File: config.mk
export PLATFORM = sky130hd
export DESIGN_NAME = tilt_direction_classifier_top
export DESIGN_NICKNAME = d
export VERILOG_FILES = /design/src/hw/rtl/tdc_pkg.sv /design/src/hw/rtl/tdc_cell.sv /design/src/hw/rtl/tdc_accum.sv /design/src/hw/rtl/tilt_direction_classifier_top.sv
export SDC_FILE = /design/constraint.sdc
export NUM_CORES = 2
export LEC_CHECK = 0
export ABC_AREA = 1
export BUFFER_PORTS_ARGS = -buffer_cell sky130_fd_sc_hd__buf_2
export CAP_MARGIN = 30
export CORE_ASPECT_RATIO = 1.5
export CORE_MARGIN = 2
export CORE_UTILIZATION = 40
export CTS_CLUSTER_DIAMETER = 60
export DETAILED_ROUTE_END_ITERATION = 6
export PLACE_DENSITY = 0.54
export SKIP_LAST_GASP = 1
export SYNTH_ARGS = -nofsm -noshare
export SYNTH_HDL_FRONTEND = slang
export SYNTH_HIERARCHICAL = 1
export SYNTH_SLANG_ARGS = --single-unit
File: constraint.sdc
create_clock -name clk_i -period 5.56 [get_ports clk_i]
set_input_delay 0.278 -clock clk_i [delete_from_list [all_inputs] [get_ports clk_i]]
set_output_delay 0.278 -clock clk_i [all_outputs]
set_load 0.02 [all_outputs]
File: src/hw/rtl/tdc_pkg.sv
// ----------------------------------------------------------------------------
// tdc_pkg
// shared types and constants for the tilt direction classifier
// ----------------------------------------------------------------------------
package tdc_pkg;

  localparam int unsigned AccelW = 16;
  localparam int unsigned LimitW = 15;
  localparam logic [LimitW-1:0] TiltLimitReset = 15'd300;

  typedef enum logic [2:0] {
    DIR_STABLE   = 3'd0,
    DIR_RIGHT    = 3'd1,
    DIR_LEFT     = 3'd2,
    DIR_FORWARD  = 3'd3,
    DIR_BACKWARD = 3'd4,
    DIR_UPSIDE   = 3'd5
  } dir_e;

  // one accelerometer sample
  typedef struct packed {
    logic signed [AccelW-1:0] accel_x;
    logic signed [AccelW-1:0] accel_y;
    logic signed [AccelW-1:0] accel_z;
  } accel_t;

  // one classification result
  typedef struct packed {
    dir_e direction;
    logic direction_entered;
  } result_t;

endpackage

File: src/hw/rtl/tdc_cell.sv
// ----------------------------------------------------------------------------
// tdc_cell
// one window slot: holds a sample and passes it on at each shift
// ----------------------------------------------------------------------------
module tdc_cell import tdc_pkg::*; (
  input  logic   clk_i,
  input  logic   rst_ni,
  input  logic   shift_i,
  input  accel_t sample_i,
  output accel_t sample_o
);

  accel_t sample_q, sample_d;

  always_comb begin
    sample_d = shift_i ? sample_i : sample_q;
  end

  // window starts out all zero
  always_ff @(posedge clk_i or negedge rst_ni) begin
    if (!rst_ni) begin
      sample_q <= '0;
    end else begin
      sample_q <= sample_d;
    end
  end

  assign sample_o = sample_q;

endmodule

File: src/hw/rtl/tdc_accum.sv
// ----------------------------------------------------------------------------
// tdc_accum
// running window sums per axis and direction classification
// ----------------------------------------------------------------------------
module tdc_accum import tdc_pkg::*; #(
  parameter int unsigned WINDOW_LEN = 30
) (
  input  logic              clk_i,
  input  logic              rst_ni,
  input  logic              en_i,
  input  accel_t            sample_i,
  input  accel_t            oldest_i,
  input  logic [LimitW-1:0] tilt_limit_i,
  output result_t           result_o
);

  localparam int unsigned SumW = AccelW + $clog2(WINDOW_LEN);
  localparam int unsigned CmpW = SumW + 1;
  localparam int unsigned ExtW = SumW - AccelW;

  logic signed [SumW-1:0] sum_x_q, sum_y_q, sum_z_q;
  logic signed [SumW-1:0] sum_x_d, sum_y_d, sum_z_d;
  dir_e                   prev_q, prev_d;

  logic [CmpW-1:0]        thr_u;
  logic signed [CmpW-1:0] thr_pos, thr_neg;
  logic signed [CmpW-1:0] sx, sy;
  dir_e                   dir, cls;
  logic                   entered;

  // new sum = old sum + incoming sample - sample leaving the window
  always_comb begin
    sum_x_d = sum_x_q + {{ExtW{sample_i.accel_x[AccelW-1]}}, sample_i.accel_x}
                      - {{ExtW{oldest_i.accel_x[AccelW-1]}}, oldest_i.accel_x};
    sum_y_d = sum_y_q + {{ExtW{sample_i.accel_y[AccelW-1]}}, sample_i.accel_y}
                      - {{ExtW{oldest_i.accel_y[AccelW-1]}}, oldest_i.accel_y};
    sum_z_d = sum_z_q + {{ExtW{sample_i.accel_z[AccelW-1]}}, sample_i.accel_z}
                      - {{ExtW{oldest_i.accel_z[AccelW-1]}}, oldest_i.accel_z};
  end

  // mean limit scaled by window length, compared against sums
  assign thr_u   = CmpW'(tilt_limit_i) * CmpW'(WINDOW_LEN);
  assign thr_pos = signed'(thr_u);
  assign thr_neg = -thr_pos;
  assign sx      = signed'({sum_x_d[SumW-1], sum_x_d});
  assign sy      = signed'({sum_y_d[SumW-1], sum_y_d});

  always_comb begin
    if (sx < thr_neg && sx < sy) begin
      dir = DIR_RIGHT;
    end else if (sx > thr_pos && sx > sy) begin
      dir = DIR_LEFT;
    end else if (sy < thr_neg && sx >= sy) begin
      dir = DIR_FORWARD;
    end else if (sy > thr_pos && sx <= sy) begin
      dir = DIR_BACKWARD;
    end else if (sum_z_d[SumW-1]) begin
      dir = DIR_UPSIDE;
    end else begin
      dir = DIR_STABLE;
    end
  end

  // upside down shares the stable class
  always_comb begin
    case (dir)
      DIR_RIGHT, DIR_LEFT, DIR_FORWARD, DIR_BACKWARD: cls = dir;
      default:                                        cls = DIR_STABLE;
    endcase
    entered = (cls != DIR_STABLE) && (cls != prev_q);
    prev_d  = en_i ? cls : prev_q;
  end

  always_ff @(posedge clk_i or negedge rst_ni) begin
    if (!rst_ni) begin
      sum_x_q <= '0;
      sum_y_q <= '0;
      sum_z_q <= '0;
      prev_q  <= DIR_STABLE;
    end else begin
      if (en_i) begin
        sum_x_q <= sum_x_d;
        sum_y_q <= sum_y_d;
        sum_z_q <= sum_z_d;
      end
      prev_q <= prev_d;
    end
  end

  assign result_o.direction         = dir;
  assign result_o.direction_entered = entered;

  // stored class never holds upside down
  assert property (@(posedge clk_i) disable iff (!rst_ni)
    prev_q != DIR_UPSIDE)
    else $error("upside down stored as previous class");

  // entering a direction always reports a tilt class
  assert property (@(posedge clk_i) disable iff (!rst_ni)
    entered |-> (dir != DIR_STABLE && dir != DIR_UPSIDE))
    else $error("entered flag on non-tilt direction");

  // sums only move on an accepted request
  assert property (@(posedge clk_i) disable iff (!rst_ni)
    !en_i |=> ($stable(sum_x_q) && $stable(sum_y_q) && $stable(sum_z_q)))
    else $error("sums changed without a request");

endmodule

File: src/hw/rtl/tilt_direction_classifier_top.sv
// ----------------------------------------------------------------------------
// tilt_direction_classifier_top
// moving-average tilt classifier over a window of accelerometer samples
// ----------------------------------------------------------------------------
// Each request carries one signed x/y/z accelerometer sample and yields one
// result: the tilt direction of the mean over the last WINDOW_LEN samples
// (stable, right, left, forward, backward, upside down) and a flag that is
// set when a new tilt direction is entered. The window is a chain of
// WINDOW_LEN cells that shift on every accepted request; the sample falling
// out of the last cell is subtracted from a per-axis running sum, and sums
// are compared against tilt_limit * WINDOW_LEN. At reset the window is all
// zero and those zeros count until the window has filled. One request is
// taken per clock cycle unless in_stall_o is high; sum update and compares
// are combinational and the result is registered. An output register plus
// one skid entry keep the input running while a result waits; in_stall_o
// is driven straight from the skid flag. The user must write tilt_limit
// through cfg_we_i/cfg_wdata_i while idle; the block does not enforce it.
// ----------------------------------------------------------------------------
module tilt_direction_classifier_top import tdc_pkg::*; #(
  parameter int unsigned WINDOW_LEN = 30
) (
  input  logic              clk_i,
  input  logic              rst_ni,
  // sample requests
  input  logic              in_valid_i,
  output logic              in_stall_o,
  input  accel_t            in_item_i,
  // results
  output logic              out_valid_o,
  input  logic              out_stall_i,
  output result_t           out_item_o,
  // tilt_limit register
  input  logic              cfg_we_i,
  input  logic [LimitW-1:0] cfg_wdata_i
);

  logic [LimitW-1:0] tilt_limit_q, tilt_limit_d;

  logic    out_valid_q, out_valid_d;
  result_t out_item_q, out_item_d;
  logic    skid_valid_q, skid_valid_d;
  result_t skid_item_q, skid_item_d;

  logic    accept;
  logic    out_fire;
  result_t result;

  // tap 0 is the incoming sample, the last tap is the oldest in the window
  accel_t  tap [WINDOW_LEN+1];

  assign in_stall_o = skid_valid_q;
  assign accept     = in_valid_i & ~skid_valid_q;
  assign out_fire   = out_valid_q & ~out_stall_i;

  assign tap[0] = in_item_i;

  for (genvar i = 0; i < WINDOW_LEN; i++) begin : g_cell
    tdc_cell u_cell (
      .clk_i    (clk_i),
      .rst_ni   (rst_ni),
      .shift_i  (accept),
      .sample_i (tap[i]),
      .sample_o (tap[i+1])
    );
  end

  tdc_accum #(
    .WINDOW_LEN (WINDOW_LEN)
  ) u_accum (
    .clk_i        (clk_i),
    .rst_ni       (rst_ni),
    .en_i         (accept),
    .sample_i     (in_item_i),
    .oldest_i     (tap[WINDOW_LEN]),
    .tilt_limit_i (tilt_limit_q),
    .result_o     (result)
  );

  // config register
  always_comb begin
    tilt_limit_d = cfg_we_i ? cfg_wdata_i : tilt_limit_q;
  end

  // output register with one skid entry behind it
  always_comb begin
    out_valid_d  = out_valid_q;
    out_item_d   = out_item_q;
    skid_valid_d = skid_valid_q;
    skid_item_d  = skid_item_q;
    if (skid_valid_q && out_fire) begin
      // skid drains into the output, input is held meanwhile
      out_item_d   = skid_item_q;
      skid_valid_d = 1'b0;
    end else if (accept) begin
      if (!out_valid_q || out_fire) begin
        out_valid_d = 1'b1;
        out_item_d  = result;
      end else begin
        // output is held downstream, park the new result
        skid_valid_d = 1'b1;
        skid_item_d  = result;
      end
    end else if (out_fire) begin
      out_valid_d = 1'b0;
    end
  end

  always_ff @(posedge clk_i or negedge rst_ni) begin
    if (!rst_ni) begin
      tilt_limit_q <= TiltLimitReset;
      out_valid_q  <= 1'b0;
      skid_valid_q <= 1'b0;
    end else begin
      tilt_limit_q <= tilt_limit_d;
      out_valid_q  <= out_valid_d;
      skid_valid_q <= skid_valid_d;
    end
  end

  // payload needs no reset
  always_ff @(posedge clk_i) begin
    out_item_q  <= out_item_d;
    skid_item_q <= skid_item_d;
  end

  assign out_valid_o = out_valid_q;
  assign out_item_o  = out_item_q;

  // a parked result always has an older one in front of it
  assert property (@(posedge clk_i) disable iff (!rst_ni)
    skid_valid_q |-> out_valid_q)
    else $error("skid holds a result while output is empty");

  // skid only fills when the output was held
  assert property (@(posedge clk_i) disable iff (!rst_ni)
    $rose(skid_valid_q) |-> $past(out_valid_q && out_stall_i))
    else $error("skid filled while output was free");

  // an accepted request always leaves a result behind
  assert property (@(posedge clk_i) disable iff (!rst_ni)
    accept |=> out_valid_q)
    else $error("accepted request produced no result");

endmodule
# ---- After elaboration in Yosys (flattened, before gate mapping)
# Index checks and enable logic that the tools add are counted.
dict set report op_classes {
  n_addsub 7
  mul 1
  order_cmp 8
  n_eq_ne 7
  mux 15
  bitwise_logic 6
  n_reduce_logical 17
}
# cell n
set ops {}
lappend ops {{21-bit adder} 3}
lappend ops {{21-bit > comparator} 3}
lappend ops {{21-bit subtractor} 3}
lappend ops {{21-bit by 22-bit < comparator with 1-bit output} 2}
lappend ops {{20-bit negation with 22-bit output} 1}
lappend ops {{21-bit greater-or-equal comparator} 1}
lappend ops {{21-bit less-or-equal comparator} 1}
lappend ops {{21-bit < comparator} 1}
lappend ops {{15-bit by 4-bit multiplier with 19-bit output (second input constant)} 1}
lappend ops {{3-bit two-way mux} 6}
lappend ops {{4-bit two-way mux} 3}
lappend ops {{3-bit by 2-bit == test with 1-bit output (second input constant)} 2}
lappend ops {{1-bit logical AND} 6}
lappend ops {{1-bit two-way mux} 6}
lappend ops {{3-bit AND reduction} 2}
lappend ops {{2-bit nonzero test} 3}
lappend ops {{2-bit != test (second input constant)} 2}
lappend ops {{1-bit inverter} 4}
lappend ops {{2-bit AND reduction} 2}
lappend ops {{4-bit OR reduction} 1}
lappend ops {{3-bit by 1-bit == test with 1-bit output (second input constant)} 1}
lappend ops {{3-bit == test (second input constant)} 1}
lappend ops {{3-bit != test} 1}
lappend ops {{3-bit nonzero test} 1}
lappend ops {{3 further kinds} 4}
dict set report word_totals {
  ff_bits 1531
  inputBits 68
  out_inout_bits 6
  wordCells 162
}

# ---- Depth between registers and ports, before layout
dict set report depth {
  ltp_word 16
  depth_mapped 45
  ltp_nobuf 43
}

# ---- Cells and area by module
# Netlist, hierarchy kept.
# mod instances cells_each area_per_inst_um2
set modules_own_cells {}
lappend modules_own_cells {tdc_cell 30 203 1805.5}
lappend modules_own_cells {tdc_accum 1 1668 11858.9}
lappend modules_own_cells {tilt_direction_classifier_top 1 101 1003.5}

# ---- Worst setup path after synthesis
# Ideal clock, no wire load.
dict set report synth_path {
  path_kind {register -> register}
  startpoint {register tilt_limit_q[0]}
  endpoint {register out_item_q, in the netlist out_item_o[0], data pin}
  setup_ns 0.253
  t_arrival_ns 5.003
  slack_ns 0.304
  path_stages_with_launch 37
  path_buffers 1
  cell_sequence {dfrtp_1 fa_1 fa_1 inv_1 fa_1 nand3_1 nor2_1 nand3_2 nor2_1 nand3_2 o21ai_0 o21ai_0 ha_1 nand2_1 inv_1 nand3_1 nor3_1 nand2_1 o2111ai_1 a21oi_1 a21oi_1 nand3b_1 nand2_1 nand2_1 nand2_1 nand2_1 nand2_2 nand2_2 nand2_4 nand4_1 nand2_1 nand2_1 nor2_1 nor2_1 buf_4 nand2_1 nand2_1}
}
# element line
set synth_rtl {}
lappend synth_rtl {{start, declared} tilt_direction_classifier_top.sv:37} ;# logic [LimitW-1:0] tilt_limit_q, tilt_limit_d;
lappend synth_rtl {{start signal, assigned} tilt_direction_classifier_top.sv:110} ;# tilt_limit_q <= TiltLimitReset;
lappend synth_rtl {{start signal, assigned} tilt_direction_classifier_top.sv:114} ;# tilt_limit_q <= tilt_limit_d;
lappend synth_rtl {{end signal, assigned} tilt_direction_classifier_top.sv:122} ;# out_item_q <= out_item_d;
lappend synth_rtl {{end, declared} tilt_direction_classifier_top.sv:40} ;# result_t out_item_q, out_item_d;

==> impl_metrics.py <==
metrics = {
    "global_route": {
        "grt_pass1_vias": 50344,
        "grt_pass1_wl_um": 281000,
        "antenna_found_initial": 7,
        "grt_max_degree": 177,
        "grt_overflow": 0,
        "track_usage_pct": 20.5,
    },
    "drt": {
        "wl_per_cell_um": 16.5,
        "route.detailed.drc": 0,
        "drt_iter0_markers": 3416,
        "vias_per_cell": 4.68,
        "ant_nets": 0,
        "vias": 49076,
        "dr.pass1.iters": 5,
        "finalWirelength_um": 173000,
    },
    "cts": {
        "cts_buffers": 155,
        "cts_tree": "done",
        "clk_latency_ns": 0.80,
        "clock-root-buffer": "clkbuf_16",
        "cts.path.max_buffers": 3,
        "htreeDepth": 4,
        "cts.sinks": 1531,
        "clk_pin_slew_ns": 0.06,
    },
    "power_and_ir_drop": {
        "pwr_density_cell_mw_per_mm2": 625,
        "max-vdd-ir-drop_uv": 453,
        "p_leak_nw": 43.4,
    },
    "placed_design": {
        "dpl.hpwl_um": 117000,
        "portBuffers": 73,
        "placed_cells_incl_taps": 10102,
        "place.gp.congestion": 0.892,
    },
    "logic_synthesis": {
        "synth_edf_count": 8,
        "avgSynthCellArea_um2": 8.53,
        "synth-xor-area-share_pct": 0.900,
        "synth_top_family_by_area": "simple AND/OR/NAND/NOR gates",
        "syn_area_mm2": 0.0670,
        "synth_compound_area_share_pct": 2.31,
        "synth_mux_area_share_pct": 0,
        "yosysMostFrequentCell": "nand2_1",
        "yosys.area_share.adder_pct": 5.96,
        "synth_common_cells": "4681 x nand2_1, 1519 x dfrtp_1, 434 x inv_1, 184 x buf_2, 180 x ha_1",
        "yosysTopAreaCell": "dfrtp_1",
        "synth_top_flop_cell": "dfrtp_1",
        "synthCells": 7859,
        "synth-async-reset-ratio_pct": 99.5,
        "synth-simple-area-share_pct": 28.1,
        "yosysUniqueCellTypes": 51,
        "syn_nets": 8194,
        "netlist_top_cells_area": "dfrtp_1 57%, nand2_1 26%, ha_1 3.4%, fa_1 2.6%, inv_1 2.4%",
        "synth-seq-area-share_pct": 57.2,
        "yosys.area.top_type_share_pct": 56.7,
        "ys_ff_latch": 1531,
        "yosysWarningCount": 6,
    },
    "min_path": {
        "hold_path.class": "input port to flip-flop",
    },
    "critical_path": {
        "crit_top_cell": "nand2_1",
        "endpoint_kind": "flip-flop",
        "critical_path_arrival_ns": 6.12,
        "critPathRequiredTime_ns": 6.10,
        "cp_slowest_stage_delay_ns": 0.59,
        "cp_top_family": "adder cells",
        "start_kind": "flip-flop",
        "crit_type": "flip-flop to flip-flop",
        "worst-path-buf-inv": 6,
        "path_max_fanout": 5,
        "slowest_stage": "fa_1",
    },
    "sta": {
        "fin_ws_ns": -0.0215,
        "slew_violations": 0,
        "rsz0062_at_grt": "yes",
        "period_needed_ns": 5.58,
        "finalHoldViolCount": 0,
        "slew_headroom_pct": 31.7,
        "max_freq_mhz": 179,
        "clock_skew_ns": 0.0237,
        "setup_violations": 1,
        "hold_slack_ns": 0.0842,
        "tightest_slew_ns": 1.02,
        "min_period_over_period_pct": 100,
    },
    "run_status": {
        "outcome": "finished with violations",
        "violations": "negative setup slack",
    },
    "floorplan": {
        "boundaryPins": 74,
        "core-area_mm2": 0.167,
        "die_h_um": 505,
        "die_x_um": 338,
        "start_util_pct": 40.2,
        "num_rows": 184,
        "dieArea_mm2": 0.171,
    },
    "layout": {
        "layout.cells.non_filler": 10478,
        "nets": 8452,
        "drive_gt1_share_pct": 8.90,
        "seq_area_mm2": 0.0384,
        "multi_input_area_mm2": 0.0253,
        "nFillCells": 16549,
        "area.growth.synth_to_final_pct": 14.6,
        "fin_util_pct": 46.0,
    },
    "run": {
        "drv_cap": 0,
    },
}
## metrics by stage
stage	power [mW]	TNS [ns]	setup WS, ns	area [um^2]
after floorplan	29.3	0	0.304	67000
after global placement	36.8	-0.927	-0.350	70400
after detailed placement	37.0	-0.625	-0.247	70500
after CTS	48.4	-0.0629	-0.0501	76600
after global routing	52.0	-1.71	-0.417	76800
final	48.0	-0.0215	-0.0215	76800
## routing by layer
| layer | routed length, um | part of all wire (%) | track usage [%] | vias up |
|---|---|---|---|---|
| met1 | 79100 | 46 | 27.7 | 23944 |
| met4 | 5900 | 3.4 | 7.14 | 4 |
| li1 | - | - | - | 24297 |
| met3 | 4340 | 2.5 | 2.46 | 247 |
| met2 | 83500 | 48 | 34.2 | 584 |
| met5 | 27 | 0.016 | 0 | - |
## power breakdown
part / internal, mW / switching [mW]
logic: 8.07 / 12.7
clock network: 6.05 / 4.56
registers: 14.6 / 2.03
total: 28.8 / 19.2
## final cells by class
class                      count  share of cell area, %
inverter                     471                   2.30
antenna                        1                0.00326
clock inverter                50                  0.690
multi-input combinational   5537                   32.9
timing repair buffer         421                   4.44
clock buffer                 235                   6.08
tap                         2232                   3.63
sequential                  1531                   49.9
## layout by cell type, fill, tap and decap left out, types with 20 or more instances in the layout
cell type      instances
clkinv_2              20
buf_12                20
clkbuf_1              35
nand4_1               28
nand2_1             4671
xor2_1                36
nand3_1               62
dlygate4sd3_1         71
a21oi_1              118
o21ai_0              119
inv_1                429
ha_1                 172
inv_2                 40
xnor2_1               28
clkbuf_16            159
dfrtp_1             1519
nor2_1                61
fa_1                  86
buf_4                258
nand2_2               31
clkbuf_8              41
buf_2                 72
## path summary, 6_finish.rpt
check,start,end,slack (ns),depth (start not counted)
min in group asynchronous,rst_ni,g_cell[4].u_cell/sample_o[45],0.09,2
setup reg to reg,tilt_limit_q[2],out_item_o[0],-0.02,29
setup / recovery,tilt_limit_q[2],out_item_o[0],-0.02,29
hold reg to reg,g_cell[25].u_cell/sample_o[25],g_cell[26].u_cell/sample_o[25],0.45,2
max in group asynchronous,rst_ni,g_cell[21].u_cell/sample_o[42],3.84,3
hold / removal,cfg_we_i,tilt_limit_q[4],0.08,2
## registers in the layout (all words and copies together), names as in the netlist, 3 cells and up
signal	cells
g_cell.u_cell/sample_o	1440
u_accum/sum_x_q	21
u_accum/sum_z_q	21
out_item_o	4
u_accum/sum_y_q	21
u_accum/prev_q	3
skid_item_q	4
tilt_limit_q	15
## worst reg2reg max path, delay by kind of cell, from the launching register on
kind	cells	cell delay (ns)
AOI/OAI and AO/OA	1	0.25
DFF	1	0.57
buffers and inverters	6	0.73
adders and majority gates	4	1.92
and+or+nand+nor	18	1.87
## what timing repair did
action | 4_1_cts | 5_1_grt
gates resized for setup | 25 | 37
pin swaps | 22 | 31
hold endpoints to repair | 192 | 0
gates cloned | 0 | 0
endpoints found under the setup margin | 6 | 11
setup buffers | 10 | 9
hold buffers | 71 | 0
## cells by family after synthesis
| logic type | count (synthesis) |
|---|---|
| buffers and inverters | 791 |
| AO/OA/AOI/OAI | 289 |
| XOR/XNOR | 68 |
| AND/OR/NAND/NOR | 4913 |
| adder cells (fa/ha/maj) | 267 |
| flip-flops | 1531 |
Note: power is estimated with default switching activity, not from simulation.
